--- src/sv/mlpd_pkg.sv ---
`default_nettype none

package mlpd_pkg;

   // defaults for the top level parameters
   localparam int unsigned MaxLevelsDef  = 6;
   localparam int unsigned AlarmTicksDef = 2000;
   localparam int unsigned TimerBitsDef  = 20;

   // fixed field widths
   localparam int unsigned NumThr   = 6;
   localparam int unsigned ThrW     = 20;
   localparam int unsigned LvlW     = 3;
   localparam int unsigned CntW     = 3;
   localparam int unsigned AlarmW   = 16;
   localparam int unsigned BeepW    = 10;
   localparam int unsigned DurW     = 20;
   localparam int unsigned CsrIdxW  = 3;
   localparam int unsigned CsrDataW = 20;

   localparam logic [BeepW-1:0] LevelBeepMs = 10'd200;
   localparam logic [BeepW-1:0] AlarmBeepMs = 10'd1000;
   localparam logic [DurW-1:0]  DurMax      = {DurW{1'b1}};

   localparam logic [CntW-1:0] LevelCountReset = 3'd1;
   localparam logic [NumThr-1:0][ThrW-1:0] ThrReset = {
      20'd5000, 20'd4000, 20'd3000, 20'd2000, 20'd1000, 20'd50
   };

   typedef enum logic [CsrIdxW-1:0] {
      CSR_POLARITY    = 3'd0,
      CSR_LEVEL_COUNT = 3'd1,
      CSR_THR1        = 3'd2,
      CSR_THR2        = 3'd3,
      CSR_THR3        = 3'd4,
      CSR_THR4        = 3'd5,
      CSR_THR5        = 3'd6,
      CSR_THR6        = 3'd7
   } csr_idx_type;

   typedef struct packed {
      logic                        polarity;
      logic [CntW-1:0]             level_count;
      logic [NumThr-1:0][ThrW-1:0] thr;
   } cfg_type;

   // level decode results handed back to the top
   typedef struct packed {
      logic [LvlW-1:0] level;   // highest threshold reached
      logic [LvlW-1:0] n_used;  // levels in use after clipping
   } lvl_type;

endpackage

`default_nettype wire

--- src/sv/mlpd_if.sv ---
`default_nettype none

interface mlpd_req_if;
   logic valid;
   logic ready;
   logic pin_level;

   modport source (output valid, output pin_level, input ready);
   modport sink   (input valid, input pin_level, output ready);
endinterface

interface mlpd_rsp_if;
   logic                           valid;
   logic                           ready;
   logic                           held;
   logic [mlpd_pkg::LvlW-1:0]      level;
   logic                           press_done;
   logic [mlpd_pkg::LvlW-1:0]      done_level;
   logic [mlpd_pkg::DurW-1:0]      done_duration;
   logic                           beep_request;
   logic [mlpd_pkg::BeepW-1:0]     beep_ms;

   modport source (output valid, output held, output level, output press_done,
                   output done_level, output done_duration, output beep_request,
                   output beep_ms, input ready);
   modport sink   (input valid, input held, input level, input press_done,
                   input done_level, input done_duration, input beep_request,
                   input beep_ms, output ready);
endinterface

`default_nettype wire

--- src/sv/mlpd_level.sv ---
`default_nettype none

// Threshold compare and priority pick: highest level in use whose
// threshold the held time has reached.
module mlpd_level #(
   parameter int unsigned MAX_LEVELS = mlpd_pkg::MaxLevelsDef,
   parameter int unsigned TIMER_BITS = mlpd_pkg::TimerBitsDef
) (
   input  wire mlpd_pkg::cfg_type         cfg,
   input  wire logic [TIMER_BITS-1:0]     ticks,
   output mlpd_pkg::lvl_type              result
);

   localparam int unsigned CmpW = (TIMER_BITS > mlpd_pkg::ThrW) ? TIMER_BITS
                                                                : mlpd_pkg::ThrW;

   logic [mlpd_pkg::LvlW-1:0] n_used;
   logic [mlpd_pkg::LvlW-1:0] lvl;
   logic [CmpW-1:0]           ticks_x;

   always_comb begin
      if (cfg.level_count > mlpd_pkg::LvlW'(MAX_LEVELS)) begin
         n_used = mlpd_pkg::LvlW'(MAX_LEVELS);
      end else begin
         n_used = cfg.level_count;
      end
   end

   assign ticks_x = CmpW'(ticks);

   // ascending scan, the last hit is the highest index
   always_comb begin
      lvl = '0;
      for (int i = 0; i < MAX_LEVELS; i++) begin
         if ((mlpd_pkg::LvlW'(i + 1) <= n_used) && (ticks_x >= CmpW'(cfg.thr[i]))) begin
            lvl = mlpd_pkg::LvlW'(i + 1);
         end
      end
   end

   assign result.level  = lvl;
   assign result.n_used = n_used;

endmodule

`default_nettype wire

--- src/sv/multi_level_long_press_detector.sv ---
// Path: a word accepted into the input register moves on to the result register
// when that register is free or drained, and is then shown on rsp; one result
// word per input word. Throughput: one word per cycle while rsp is not stalled,
// set by the single compare/update pass.
// Reset (synchronous, active high): config back to defaults, press state
// cleared, alarm counter loaded so an alarm is due at once, both stages empty.
`default_nettype none

module multi_level_long_press_detector #(
   parameter int unsigned MAX_LEVELS  = mlpd_pkg::MaxLevelsDef,   // 1..6
   parameter int unsigned ALARM_TICKS = mlpd_pkg::AlarmTicksDef,  // 1..65535
   parameter int unsigned TIMER_BITS  = mlpd_pkg::TimerBitsDef    // 8..32
) (
   input  wire logic                            clock,
   input  wire logic                            reset,
   mlpd_req_if.sink                             req,
   mlpd_rsp_if.source                           rsp,
   input  wire logic                            csr_we,
   input  wire logic [mlpd_pkg::CsrIdxW-1:0]    csr_index,
   input  wire logic [mlpd_pkg::CsrDataW-1:0]   csr_wdata
);

   localparam int unsigned CmpW = (TIMER_BITS > mlpd_pkg::ThrW) ? TIMER_BITS
                                                                : mlpd_pkg::ThrW;
   localparam logic [TIMER_BITS-1:0]       TimerMax = {TIMER_BITS{1'b1}};
   localparam logic [mlpd_pkg::AlarmW-1:0] AlarmMax = mlpd_pkg::AlarmW'(ALARM_TICKS);

   // ---------------------------------------------------------------
   // Config registers
   // ---------------------------------------------------------------
   mlpd_pkg::cfg_type cfg_ff;

   always_ff @(posedge clock) begin
      if (reset) begin
         cfg_ff.polarity    <= 1'b0;
         cfg_ff.level_count <= mlpd_pkg::LevelCountReset;
         cfg_ff.thr         <= mlpd_pkg::ThrReset;
      end else if (csr_we) begin
         unique case (mlpd_pkg::csr_idx_type'(csr_index))
            mlpd_pkg::CSR_POLARITY:    cfg_ff.polarity    <= csr_wdata[0];
            mlpd_pkg::CSR_LEVEL_COUNT: cfg_ff.level_count <= csr_wdata[mlpd_pkg::CntW-1:0];
            mlpd_pkg::CSR_THR1:        cfg_ff.thr[0]      <= csr_wdata[mlpd_pkg::ThrW-1:0];
            mlpd_pkg::CSR_THR2:        cfg_ff.thr[1]      <= csr_wdata[mlpd_pkg::ThrW-1:0];
            mlpd_pkg::CSR_THR3:        cfg_ff.thr[2]      <= csr_wdata[mlpd_pkg::ThrW-1:0];
            mlpd_pkg::CSR_THR4:        cfg_ff.thr[3]      <= csr_wdata[mlpd_pkg::ThrW-1:0];
            mlpd_pkg::CSR_THR5:        cfg_ff.thr[4]      <= csr_wdata[mlpd_pkg::ThrW-1:0];
            mlpd_pkg::CSR_THR6:        cfg_ff.thr[5]      <= csr_wdata[mlpd_pkg::ThrW-1:0];
            default: ;
         endcase
      end
   end

   // ---------------------------------------------------------------
   // Handshake: input register -> result register
   // ---------------------------------------------------------------
   logic s1_valid_ff;
   logic s1_pin_ff;
   logic rsp_valid_ff;
   logic s1_move;

   // stage 1 word moves on when the result register is free or drained
   assign s1_move   = s1_valid_ff && (!rsp_valid_ff || rsp.ready);
   assign req.ready = !s1_valid_ff || s1_move;

   always_ff @(posedge clock) begin
      if (reset) begin
         s1_valid_ff  <= 1'b0;
         rsp_valid_ff <= 1'b0;
      end else begin
         if (req.ready) begin
            s1_valid_ff <= req.valid;
         end
         if (s1_move) begin
            rsp_valid_ff <= 1'b1;
         end else if (rsp.ready) begin
            rsp_valid_ff <= 1'b0;
         end
      end
   end

   always_ff @(posedge clock) begin
      if (req.valid && req.ready) begin
         s1_pin_ff <= req.pin_level;
      end
   end

   // ---------------------------------------------------------------
   // Press state
   // ---------------------------------------------------------------
   logic                           last_raw_ff;
   logic                           timing_ff;
   logic [TIMER_BITS-1:0]          ticks_ff;
   logic [mlpd_pkg::LvlW-1:0]      cur_ff;
   logic [mlpd_pkg::LvlW-1:0]      ann_ff;
   logic                           maxr_ff;
   logic [mlpd_pkg::AlarmW-1:0]    alarm_ff;

   logic                           timing_in;
   logic [TIMER_BITS-1:0]          ticks_in;
   logic [mlpd_pkg::LvlW-1:0]      cur_in;
   logic [mlpd_pkg::LvlW-1:0]      ann_in;
   logic                           maxr_in;
   logic [mlpd_pkg::AlarmW-1:0]    alarm_in;

   // intermediate values after the edge/timer step
   logic                           held_c;
   logic                           edge_c;
   logic [TIMER_BITS-1:0]          dur_c;
   logic [CmpW-1:0]                dur_x;
   logic [mlpd_pkg::LvlW-1:0]      cur_a;
   logic [mlpd_pkg::LvlW-1:0]      ann_a;
   logic                           maxr_a;
   logic [mlpd_pkg::AlarmW-1:0]    alarm_a;
   logic                           done_c;
   logic [mlpd_pkg::LvlW-1:0]      done_lvl_c;
   logic [mlpd_pkg::DurW-1:0]      done_dur_c;
   logic                           beep_c;
   logic [mlpd_pkg::BeepW-1:0]     beep_ms_c;
   mlpd_pkg::lvl_type              lvl_c;

   assign held_c = (s1_pin_ff == cfg_ff.polarity);
   assign edge_c = (s1_pin_ff != last_raw_ff);
   // duration of a press released now: held ticks plus the release tick
   assign dur_c  = (ticks_ff == TimerMax) ? ticks_ff : ticks_ff + 1'b1;
   assign dur_x  = CmpW'(dur_c);

   // edge detect, press timer, release report
   always_comb begin
      timing_in  = timing_ff;
      ticks_in   = ticks_ff;
      cur_a      = cur_ff;
      ann_a      = ann_ff;
      maxr_a     = maxr_ff;
      done_c     = 1'b0;
      done_lvl_c = '0;
      done_dur_c = '0;
      alarm_a    = (alarm_ff < AlarmMax) ? alarm_ff + 1'b1 : alarm_ff;

      if (edge_c) begin
         if (held_c) begin
            timing_in = 1'b1;
            ticks_in  = '0;
         end else if (timing_ff) begin
            timing_in = 1'b0;
            ticks_in  = '0;
            // short presses are dropped
            if (dur_x > CmpW'(cfg_ff.thr[0])) begin
               done_c     = 1'b1;
               done_lvl_c = cur_ff;
               done_dur_c = (dur_x > CmpW'(mlpd_pkg::DurMax)) ? mlpd_pkg::DurMax
                                                             : dur_x[mlpd_pkg::DurW-1:0];
            end
            cur_a  = '0;
            ann_a  = '0;
            maxr_a = 1'b0;
         end
      end else if (held_c && timing_ff && (ticks_ff != TimerMax)) begin
         ticks_in = ticks_ff + 1'b1;
      end
   end

   mlpd_level #(
      .MAX_LEVELS (MAX_LEVELS),
      .TIMER_BITS (TIMER_BITS)
   ) u_level (
      .cfg    (cfg_ff),
      .ticks  (ticks_in),
      .result (lvl_c)
   );

   // level ratchet, announcement and alarm beeps
   always_comb begin
      cur_in    = cur_a;
      maxr_in   = maxr_a;
      ann_in    = ann_a;
      alarm_in  = alarm_a;
      beep_c    = 1'b0;
      beep_ms_c = '0;

      if (held_c && timing_in) begin
         if (lvl_c.level > cur_a) begin
            cur_in = lvl_c.level;
         end
         if ((lvl_c.n_used != '0) && (cur_in == lvl_c.n_used)) begin
            maxr_in = 1'b1;
         end
      end

      if (held_c) begin
         if (cur_in != '0) begin
            if (cur_in != ann_a) begin
               beep_c    = 1'b1;
               beep_ms_c = mlpd_pkg::LevelBeepMs;
               ann_in    = cur_in;
            end
            // alarm wins a collision; the new level still counts as announced
            if (maxr_in && (alarm_a >= AlarmMax)) begin
               beep_c    = 1'b1;
               beep_ms_c = mlpd_pkg::AlarmBeepMs;
               alarm_in  = '0;
            end
         end
      end else begin
         ann_in = '0;
      end
   end

   always_ff @(posedge clock) begin
      if (reset) begin
         last_raw_ff <= 1'b0;
         timing_ff   <= 1'b0;
         ticks_ff    <= '0;
         cur_ff      <= '0;
         ann_ff      <= '0;
         maxr_ff     <= 1'b0;
         alarm_ff    <= AlarmMax;
      end else if (s1_move) begin
         last_raw_ff <= s1_pin_ff;
         timing_ff   <= timing_in;
         ticks_ff    <= ticks_in;
         cur_ff      <= cur_in;
         ann_ff      <= ann_in;
         maxr_ff     <= maxr_in;
         alarm_ff    <= alarm_in;
      end
   end

   // ---------------------------------------------------------------
   // Result register
   // ---------------------------------------------------------------
   logic                           held_ff;
   logic [mlpd_pkg::LvlW-1:0]      level_ff;
   logic                           done_ff;
   logic [mlpd_pkg::LvlW-1:0]      done_lvl_ff;
   logic [mlpd_pkg::DurW-1:0]      done_dur_ff;
   logic                           beep_ff;
   logic [mlpd_pkg::BeepW-1:0]     beep_ms_ff;

   always_ff @(posedge clock) begin
      if (s1_move) begin
         held_ff     <= held_c;
         level_ff    <= cur_in;
         done_ff     <= done_c;
         done_lvl_ff <= done_lvl_c;
         done_dur_ff <= done_dur_c;
         beep_ff     <= beep_c;
         beep_ms_ff  <= beep_ms_c;
      end
   end

   assign rsp.valid         = rsp_valid_ff;
   assign rsp.held          = held_ff;
   assign rsp.level         = level_ff;
   assign rsp.press_done    = done_ff;
   assign rsp.done_level    = done_lvl_ff;
   assign rsp.done_duration = done_dur_ff;
   assign rsp.beep_request  = beep_ff;
   assign rsp.beep_ms       = beep_ms_ff;

   // ---------------------------------------------------------------
   // Assertions
   // ---------------------------------------------------------------
   a_release_clears: assert property (@(posedge clock) disable iff (reset)
      (s1_move && done_c) |=> (cur_ff == '0) && !timing_ff && !maxr_ff)
      else $error("levels not cleared after a reported press");

   a_not_held_unannounced: assert property (@(posedge clock) disable iff (reset)
      (s1_move && !held_c) |=> (ann_ff == '0))
      else $error("announced level kept across release");

   a_beep_length: assert property (@(posedge clock) disable iff (reset)
      rsp_valid_ff |-> (beep_ff == (beep_ms_ff != '0)))
      else $error("beep request and beep length disagree");

   a_alarm_bound: assert property (@(posedge clock) disable iff (reset)
      alarm_ff <= AlarmMax)
      else $error("alarm counter past its limit");

   a_max_has_level: assert property (@(posedge clock) disable iff (reset)
      maxr_ff |-> (cur_ff != '0))
      else $error("top level flagged without a level");

endmodule

`default_nettype wire
--- src/flat_wrapper.sv ---
// flat-port wrapper written by rule: the top's interface ports become plain ports
module multi_level_long_press_detector_flat 
#(
   parameter int unsigned MAX_LEVELS  = mlpd_pkg::MaxLevelsDef,          
   parameter int unsigned ALARM_TICKS = mlpd_pkg::AlarmTicksDef,             
   parameter int unsigned TIMER_BITS  = mlpd_pkg::TimerBitsDef            
)
  (clock, reset, csr_we, csr_index, csr_wdata, req_valid, req_pin_level, req_ready, rsp_valid, rsp_held, rsp_level, rsp_press_done, rsp_done_level, rsp_done_duration, rsp_beep_request, rsp_beep_ms, rsp_ready);
  mlpd_req_if req_i ();
  mlpd_rsp_if rsp_i ();
  input  wire logic clock;
  input  wire logic reset;
  input  wire logic csr_we;
  input  wire logic [mlpd_pkg::CsrIdxW-1:0] csr_index;
  input  wire logic [mlpd_pkg::CsrDataW-1:0] csr_wdata;
  input wire logic [$bits(req_i.valid)-1:0] req_valid;
  input wire logic [$bits(req_i.pin_level)-1:0] req_pin_level;
  output wire logic [$bits(req_i.ready)-1:0] req_ready;
  output wire logic [$bits(rsp_i.valid)-1:0] rsp_valid;
  output wire logic [$bits(rsp_i.held)-1:0] rsp_held;
  output wire logic [$bits(rsp_i.level)-1:0] rsp_level;
  output wire logic [$bits(rsp_i.press_done)-1:0] rsp_press_done;
  output wire logic [$bits(rsp_i.done_level)-1:0] rsp_done_level;
  output wire logic [$bits(rsp_i.done_duration)-1:0] rsp_done_duration;
  output wire logic [$bits(rsp_i.beep_request)-1:0] rsp_beep_request;
  output wire logic [$bits(rsp_i.beep_ms)-1:0] rsp_beep_ms;
  input wire logic [$bits(rsp_i.ready)-1:0] rsp_ready;
  assign req_i.valid = req_valid;
  assign req_i.pin_level = req_pin_level;
  assign req_ready = req_i.ready;
  assign rsp_valid = rsp_i.valid;
  assign rsp_held = rsp_i.held;
  assign rsp_level = rsp_i.level;
  assign rsp_press_done = rsp_i.press_done;
  assign rsp_done_level = rsp_i.done_level;
  assign rsp_done_duration = rsp_i.done_duration;
  assign rsp_beep_request = rsp_i.beep_request;
  assign rsp_beep_ms = rsp_i.beep_ms;
  assign rsp_i.ready = rsp_ready;
  multi_level_long_press_detector #(.MAX_LEVELS(MAX_LEVELS), .ALARM_TICKS(ALARM_TICKS), .TIMER_BITS(TIMER_BITS)) u_core (.clock(clock), .reset(reset), .req(req_i), .rsp(rsp_i), .csr_we(csr_we), .csr_index(csr_index), .csr_wdata(csr_wdata));
endmodule
--- config.mk ---
export PLATFORM = sky130hd
export DESIGN_NAME = multi_level_long_press_detector_flat
export DESIGN_NICKNAME = d
export VERILOG_FILES = /design/src/sv/mlpd_pkg.sv /design/src/sv/mlpd_if.sv /design/src/sv/mlpd_level.sv /design/src/sv/multi_level_long_press_detector.sv /design/src/flat_wrapper.sv
export SDC_FILE = /design/constraint.sdc
export NUM_CORES = 1
export LEC_CHECK = 0
export BUFFER_PORTS_ARGS = -buffer_cell sky130_fd_sc_hd__buf_2
export CORE_UTILIZATION = 56
export CTS_CLUSTER_DIAMETER = 80
export DETAILED_ROUTE_END_ITERATION = 12
export PLACE_DENSITY_LB_ADDON = 0.2
export SLEW_MARGIN = 20
export SYNTH_ARGS = -nofsm -noshare
export SYNTH_HDL_FRONTEND = slang
export SYNTH_SLANG_ARGS = --single-unit
--- constraint.sdc ---
create_clock -name clock -period 6.3 [get_ports clock]
set_input_delay 1.26 -clock clock [delete_from_list [all_inputs] [get_ports clock]]
set_output_delay 1.26 -clock clock [all_outputs]
set_load 0.01 [all_outputs]
== Yosys cells after proc, flatten, opt, wreduce, memory -nomap -nowiden ==
Cells that the tools add are included.

* Flip-flop bits (word level): 211
* Output and inout port bits: 41
* Word-level logic and storage cells: 140

* Add/sub/neg operators: 2
* $lt $le $gt $ge: 18
* Equality and inequality tests: 13
* Muxes and demuxes: 43
* Bitwise logic cells: 5
* Reduce and logical (&&, ||, !) cells: 33

{| class="wikitable"
|+ Operator list
! kind !! number
|-
| greater-or-equal comparator 20 bit || 6
|-
| 2-to-1 mux 20 bit || 6
|-
| 2-to-1 mux 16 bit || 4
|-
| 2-to-1 mux 3 bit || 18
|-
| adder 20 x 1 -> 20 bit (second input constant) || 1
|-
| equality test 20 bit (second input constant) || 1
|-
| greater-than comparator 20 bit || 1
|-
| greater-than comparator 20 bit (second input constant) || 1
|-
| != test 20 bit (second input constant) || 1
|-
| AND reduction 2 bit || 9
|-
| adder 16 x 1 -> 16 bit (second input constant) || 1
|-
| greater-or-equal comparator 16 x 11 -> 1 bit (second input constant) || 1
|-
| < comparator 16 x 11 -> 1 bit (second input constant) || 1
|-
| logical AND 1 bit || 13
|-
| 2-to-1 mux 1 bit || 13
|-
| equality test 3 bit (second input constant) || 4
|-
| 2-to-1 mux 10 bit || 1
|-
| less-or-equal comparator 3 bit (first input constant) || 3
|-
| 2-to-1 mux 8 bit || 1
|-
| equality test 3 x 2 -> 1 bit (second input constant) || 2
|-
| less-or-equal comparator 2 x 3 -> 1 bit (first input constant) || 2
|-
| nonzero test 3 bit || 2
|-
| OR reduction 3 bit || 2
|-
| inverter 1 bit || 5
|-
| other kinds (13) || 15
|}

== Longest topological paths before layout ==
Gate-level depths: netlist (run 1).

* Depth in word-level cells: 24
* Gate-level depth with buffers: 33
* Depth with buffers taken out: 31

== Modules after synthesis ==
A second synthesis (run 1) with hierarchy kept.

* Cell total of the unflattened synthesis: 1560
* Area, all modules: 12249.2 um2

{| class="wikitable"
|+ Modules (own cells, without submodules)
! module !! times used !! cells an instance !! area an instance (um2) !! seq. area each (um2)
|-
| multi_level_long_press_detector || 1 || 1135 || 9176.3 || 4354.2
|-
| mlpd_level || 1 || 425 || 3072.9 || 0.0
|}

== Worst setup path after synthesis (run 1) ==
No wires, ideal clock.

* Kind: reg2reg
* Start point: reg u_core.ticks_ff[1]
* End point: reg u_core.alarm_ff[7] (netlist name)
* Library setup time: 0.095 ns
* Data arrival time: 6.143 ns
* Data required time: 6.205 ns
* Slack: 0.062 ns
* Stages on the path, launching flop included: 31
* Path buffers: 2
* Period minus slack after synthesis: 6.238 ns
* Cells stage by stage: dfxtp_1 > ha_1 > and4_1 > nor4b_4 > nand4_1 > nor2_1 > nand3_1 > buf_2 > and3_4 > buf_6 > nand2_1 > nand2_1 > a31oi_1 > ha_1 > nand2_1 > a21oi_1 > a2111oi_0 > o221ai_1 > a311oi_1 > a211oi_2 > nand2b_1 > ha_1 > a21o_2 > a21oi_1 > a31o_2 > nor2_1 > nand2_1 > o32a_2 > o211ai_4 > o21ai_2 > o311ai_1

* Longest elaborated chain between the ends: 23
* Elaborated cells on any way between the ends: 38
* Classes of those cells: add/sub: 1; order compare: 7; eq/ne: 2; mux: 18; reduce/logical: 10

{| class="wikitable"
|+ Ends and longest elaborated chain
! what !! RTL line !! text
|-
| from (decl) || multi_level_long_press_detector.sv:92 || <nowiki>logic [TIMER_BITS-1:0] ticks_ff;</nowiki>
|-
| from (signal assigned) || multi_level_long_press_detector.sv:220 || <nowiki>ticks_ff <= ticks_in;</nowiki>
|-
| branches (longest 2 deep; another with adder 20 x 1 -> 20 bit) || -- ||
|-
| 2-to-1 mux 20 bit * || multi_level_long_press_detector.sv:157 || <nowiki>end else if (held_c && timing_ff && (ticks_ff != TimerMax)) begin</nowiki>
|-
| 2-to-1 mux 20 bit * || multi_level_long_press_detector.sv:139 || <nowiki>if (edge_c) begin</nowiki>
|-
| net u_core.ticks_in[2] || multi_level_long_press_detector.sv:99 || <nowiki>logic [TIMER_BITS-1:0] ticks_in;</nowiki>
|-
| greater-or-equal comparator 20 bit || mlpd_level.sv:35 || <nowiki>if ((mlpd_pkg::LvlW'(i + 1) <= n_used) && (ticks_x >= CmpW'(cfg.thr[i]))) begin</nowiki>
|-
| logical AND 1 bit || mlpd_level.sv:35 ||
|-
| 2-to-1 mux 1 bit || mlpd_level.sv:35 ||
|-
| 2-to-1 mux 3 bit (4 in series) || mlpd_level.sv:35 ||
|-
| [... 4 more ...] || -- ||
|-
| equality test 3 bit || multi_level_long_press_detector.sv:184 || <nowiki>if ((lvl_c.n_used != '0) && (cur_in == lvl_c.n_used)) begin</nowiki>
|-
| logical AND 1 bit || multi_level_long_press_detector.sv:184 ||
|-
| 2-to-1 mux 1 bit || multi_level_long_press_detector.sv:184 ||
|-
| 2-to-1 mux 1 bit || multi_level_long_press_detector.sv:180 || <nowiki>if (held_c && timing_in) begin</nowiki>
|-
| logical AND 1 bit || multi_level_long_press_detector.sv:197 || <nowiki>if (maxr_in && (alarm_a >= AlarmMax)) begin</nowiki>
|-
| 2-to-1 mux 16 bit || multi_level_long_press_detector.sv:197 ||
|-
| 2-to-1 mux 16 bit * || multi_level_long_press_detector.sv:190 || <nowiki>if (cur_in != '0) begin</nowiki>
|-
| 2-to-1 mux 16 bit * || multi_level_long_press_detector.sv:189 || <nowiki>if (held_c) begin</nowiki>
|-
| to (signal assigned) || multi_level_long_press_detector.sv:216 || <nowiki>alarm_ff <= AlarmMax;</nowiki>
|-
| to (signal assigned) || multi_level_long_press_detector.sv:224 || <nowiki>alarm_ff <= alarm_in;</nowiki>
|-
| to (decl) || multi_level_long_press_detector.sv:96 || <nowiki>logic [mlpd_pkg::AlarmW-1:0] alarm_ff;</nowiki>
|}

Mark *: on every way through the listed nets, which the timed path passes. The select of a mux whose other input is x is not followed.
A chain may end at the register's enable or synchronous reset.

== Worst setup path after layout (run 1) ==
* Start point: reg u_core.ticks_ff[0]
* End point: reg u_core.alarm_ff[7] (netlist name)

Same word-level chain as after synthesis.

==> run metrics, run 1 <==
nets 1,805; first-pass iteration count of the detailed router 5; drc violations 0; Max clock buf depth 3; ys async rst share 0; CTS Sinks 202; RR Endpoint u_core.alarm_ff[7]; initial antenna violation count 0; Final Skew 16.8 ps; Tightest Pin Transition 1030 ps; Arr. time, crit path 6450 ps; Yosys reg bits 202; Critical Path Fanout Max 7; status finished clean; final hold violation count 0; routed length per instance 17.8 um; first-pass GRT wire length 53,600 um; fin crit period 6100 ps; vias in the first global route 10,470; via count 11,149; Initial Util 0.577; I/O Buffers 65; die height 150 um; hpwl dp 24,000 um; FP Rows 53; critical path type register to register; max-slew violation count 0; Hold Crit Depth 2; P_leak 6.22 nW; GRT Total Usage 0.301; CP Data Required Time 6650 ps; critical path endpoint u_core.alarm_ff[7]; Setup TNS Final 0 ps; most common cell after layout, fill and taps aside nand2_1; total grt overflow 0; Max-Cap Viols 0; top post-synthesis cells by area dfxtp_1, ha_1, nand2_1; largest net degree at the start of global routing 94; antenna cells 0; Critical-path top delay cell o41a_1; most frequent cells in the layout nand2_1, a21oi_1, dfxtp_1; fmax 0.164 GHz; Setup-failing EPs final 0; H-tree Lvls 1; number of DRC markers in iteration 0 770; RePlAce Congestion 0.977; gate count of the mapped netlist 1,520; reg2reg path depth 28; synth unique cells 85; VDD IR-drop max 231 uV; dominant synthesized flop cell dfxtp_1; Seq/Total Area, Yosys 0.354; Fillers 1,743; layout cells sized above 1 0.180; Top Ports 70; DIE WIDTH 150 um; Yosys top cell by area dfxtp_1; final worst setup slack 200 ps; slowest stage delay, CP 440 ps; Multi-input gate area 7430 um^2; Area growth, synth to finish 18.4%; CTS Buf Count 23; Pwr per Cell Area 232 nW/um^2; Syn Area/Cell 8.08 um^2; type of the tightest min-delay check register to register; cell area after synthesis 12,300 um^2; Clock Latency Late Sink 520 ps; post-synth top area share 0.279; drt total wl 34,300 um; Critical Path Source u_core.ticks_ff[0]; period utilization 0.968; DIE AREA 22,500 um^2; Clock transition at path regs 60 ps; pre-CTS setup slack -334 ps; TritonCTS clock tree done; number of synthesized flops with an enable pin 31; antenna viol nets, final 0; endpoint class of the critical path register; worst reg2reg startpoint u_core.ticks_ff[0]; Via density 5.80; Core Area 21,300 um^2; Syn. warnings 0; register area 4360 um^2; CTS Root Cell clkbuf_16; crit start category register; r2r setup slk 200 ps; Worst slew margin 0.316
## final cells by class
cell class	instances	area share
Clock inverter	10	0.00903
Timing Repair Buffer	164	0.0772
Tap cell	275	0.0237
Sequential cell	202	0.300
Multi-Input combinational cell	1110	0.511
Inverter	130	0.0335
Clock buffer	31	0.0458
## critical path, delay by kind of cell, from the launching register on
family	cells	cell delay, ps
buffers and inverters	1	160
AOI/OAI and AO/OA	10	2180
DFF	1	330
xor gates and xnor gates	1	150
and+or+nand+nor	13	2450
adders and majority gates	2	500
muxes	1	170
## worst min-delay path by stage
stage | slack [ps] | from | to
floorplan | 440 | u_core.cfg_ff[101] | u_core.cfg_ff[101]
global placement | 440 | u_core.cfg_ff[84] | u_core.cfg_ff[84]
detailed placement | 450 | u_core.cfg_ff[7] | u_core.cfg_ff[7]
finish | 450 | u_core.cfg_ff[7] | u_core.cfg_ff[7]
CTS | 460 | u_core.cfg_ff[7] | u_core.cfg_ff[7]
global route | 470 | u_core.cfg_ff[97] | u_core.cfg_ff[97]
## what timing repair did
action | 4_1_cts | 5_1_grt
setup buffers | 2 | 21
pin swaps | 4 | 30
hold buffers | 0 | 0
endpoints found under the setup margin | 26 | 28
gates cloned | 1 | 1
gates resized for setup | 14 | 71
## report_power, final
| group | internal (mW) | total, mW | switching (mW) |
|---|---|---|---|
| registers | 1.35 | 1.38 | 0.0323 |
| clock network | 0.862 | 1.41 | 0.553 |
| logic | 0.238 | 0.582 | 0.344 |
## per-stage QoR
stage	std cells	utilization	instance area (um^2)	total power, mW	hold slack [ps]
after detailed placement	1856	0.616	13100	1.91	447
after global routing	1922	0.683	14500	3.50	475
after global placement	1856	0.616	13100	1.89	443
final	1922	0.683	14500	3.38	454
after floorplan	1523	-	12300	1.74	436
after CTS	1900	0.659	14000	3.32	455
## state kept, by name, indices dropped and copies added (netlist names), 2 cells and up
name and cells:
u_core.cfg_ff 124, u_core.rsp.done_duration 20, u_core.ticks_ff 20, u_core.alarm_ff 16, u_core.ann_ff 3, u_core.cur_ff 3, u_core.rsp.done_level 3, u_core.rsp.level 3
u_core.rsp.beep_ms 2
## synthesized netlist by cell type (all sizes together), types with 8 or more instances
| cell | n |
|---|---|
| and3 | 13 |
| a211oi | 8 |
| dfxtp | 171 |
| nand4 | 25 |
| inv | 129 |
| o21ai | 51 |
| xnor2 | 18 |
| o211ai | 35 |
| and2 | 8 |
| a31oi | 23 |
| ha | 145 |
| nand2b | 18 |
| clkbuf | 58 |
| a21o | 23 |
| a21oi | 190 |
| and4 | 8 |
| nor3 | 26 |
| edfxtp | 31 |
| xor2 | 9 |
| nor2b | 11 |
| nand2 | 315 |
| nor2 | 78 |
| nand3 | 26 |
| buf | 24 |
## logic make-up (layout without fill, tap and decap cells)
family,after synthesis,count (layout),synth area share
AND/OR/NAND/NOR,550,552,0.206
AO/OA/AOI/OAI,374,374,0.189
buffers and inverters,213,335,0.0770
flip-flops,202,202,0.354
adder cells (fa/ha/maj),145,145,0.148
XOR/XNOR,27,27,0.0192
multiplexers,8,8,0.00672
other,1,4,0.000305
## layer usage
layer | vias up | routed length (um) | global-route usage
met4 | 0 | 1040 | 0.110
met3 | 66 | 2040 | 0.0427
met5 | - | 0 | 0
met2 | 366 | 16000 | 0.500
li1 | 5489 | - | -
met1 | 5228 | 15200 | 0.395
Note: power is estimated with default switching activity, not from simulation.
==> run 2, diff against run 1 <==
PLACE_DENSITY_LB_ADDON = 0.15   (was 0.2)
==> run 2 against run 1 <==
Worst hold slack hardly changed. Critical endpoint unchanged. Die area stayed put. Routed wire length is 0.62% higher. Register-to-register slack worse by 50 ps. Sequential power hardly changed. Count of clock-buffer cells in the layout is 3 lower. Sequential share of layout area is 0.29 points lower. Global-route usage is 0.49 points higher. Combinational power is 2% higher. Critical path depth stayed put.
==> run metrics, run 2 (synthesized netlist as in run 1, its figures left out) <==
status finished clean; Top reg by flops u_core.cfg_ff; CP Data Required Time 6720 ps (+70 ps); RePlAce Congestion 0.954 (-2.3%); r2r setup slk 150 ps (-50 ps); antenna cells 0 (unchanged); endpoint class of the critical path register; Core Area 21,300 um^2 (unchanged); Top Ports 70 (unchanged); final hold violation count 0 (unchanged); Final Skew 14.9 ps (-1.89 ps); CTS Root Cell clkbuf_16; Max-Cap Viols 0 (unchanged); Post-Layout Cell Count 1,931 (+0.47%); cell count after placement 1,867 (+0.59%); die height 150 um (unchanged); layout cells sized above 1 0.193 (+0.0123); DIE AREA 22,500 um^2 (unchanged); most used cell, CP nand2_1; critical path type register to register; vias in the first global route 10,533 (+0.60%); GRT Total Usage 0.306 (+0.00494); TritonCTS clock tree done; Worst slew margin 0.355 (+0.0388); Arr. time, crit path 6570 ps (+120 ps); FP Rows 53 (unchanged); type of the tightest min-delay check register to register; Area growth, synth to finish 19.5%; Pwr per Cell Area 232 nW/um^2 (-0.38%); routed length per instance 17.9 um (+0.16%); drt total wl 34,500 um (+0.62%); Fillers 1,725 (-1.0%); via count 11,260 (+1.0%); fmax 0.163 GHz (-0.82%); Final Power 3.40 mW (+0.55%); slowest stage delay, CP 480 ps (+40 ps); most frequent cells in the layout nand2_1, a21oi_1, dfxtp_1; first-pass GRT wire length 54,200 um (+1.2%); Clock Latency Late Sink 520 ps (about the same); CTS Buf Count 23 (unchanged); hpwl dp 23,800 um (-0.79%); initial antenna violation count 0 (unchanged); Setup-failing EPs final 0 (unchanged); fin crit period 6150 ps (+50.2 ps); drc violations 0 (unchanged); period utilization 0.976 (+0.00796); H-tree Lvls 1 (unchanged); largest net degree at the start of global routing 75 (-20%); VDD IR-drop max 190 uV (-18%); Via density 5.83 (+0.52%); Critical-path top delay cell o41a_1; Initial Util 0.577 (unchanged); nets 1,813 (+0.44%); I/O Buffers 65 (unchanged); Tightest Pin Transition 965 ps (-61.1 ps); first-pass iteration count of the detailed router 5 (unchanged); max-slew violation count 0 (unchanged); crit start category register; P_leak 6.24 nW (+0.31%); CTS Sinks 202 (unchanged); Max clock buf depth 3 (unchanged); antenna viol nets, final 0 (unchanged); max FFs per register 124 (unchanged); number of DRC markers in iteration 0 776 (+0.78%); DIE WIDTH 150 um (unchanged); Clock transition at path regs 70 ps (about the same); most common cell after layout, fill and taps aside nand2_1; total grt overflow 0 (unchanged); Critical Path Fanout Max 6 (-1)
## run 2: area by class of cell
type	count	area, um^2	share of cell area
Multi-Input combinational cell	1111	7540	0.513
Clock inverter	14	164	0.0112
Tap cell	275	344	0.0234
Timing Repair Buffer	171	1150	0.0781
Sequential cell	202	4360	0.297
Inverter	130	488	0.0332
Clock buffer	28	646	0.0440
## run 2: layer usage
metal  vias to the layer above  part of all wire  track usage  routed length [um]
li1                       5491                 -            -                   -
met1                      5311              0.45        0.421               15500
met2                       402              0.47        0.504               16100
met3                        56             0.061       0.0306                2100
met4                         0             0.025       0.0924                 845
met5                         -                 0            0                   0
## run 2: critical path, delay by kind of cell, from the launching register on
family,cells,cell delay [ps]
AND/OR/NAND/NOR,13,2000
flip-flops,1,350
buffers and inverters,3,370
AO/OA/AOI/OAI,9,2470
adder cells (fa/ha/maj),3,830
## run 2: final timing paths
kind,to,cells after the start,start
min,u_core.cfg_ff[41],2,u_core.cfg_ff[41]
min reg2reg,u_core.cfg_ff[41],2,u_core.cfg_ff[41]
max,u_core.alarm_ff[7],28,u_core.ticks_ff[1]
max reg2reg,u_core.alarm_ff[7],28,u_core.ticks_ff[1]
## run 2: metrics by stage
step / util / setup WS [ps] / TNS [ps] / instance area (um^2) / hold WS (ps)
5_1_grt: 0.690 / -116 / -806 / 14700 / 470
6_report: 0.690 / 150 / 0 / 14700 / 454
3_5_place_dp: 0.619 / -337 / -5720 / 13200 / 447
2_1_floorplan: - / 62.1 / 0 / 12300 / 436
3_3_place_gp: 0.619 / -203 / -3060 / 13200 / 442
4_1_cts: 0.662 / 19.9 / 0 / 14100 / 455
## run 2: where the power goes
part,switching (mW),internal [mW]
combinational,0.352,0.239
clock,0.568,0.860
sequential,0.0293,1.35
## run 2: timing repair
action	in CTS	in global routing
setup buffers	0	20
hold buffers	0	0
resized for setup	19	71
cloned	1	2
pin swaps	4	28
setup endpoints to repair	25	26
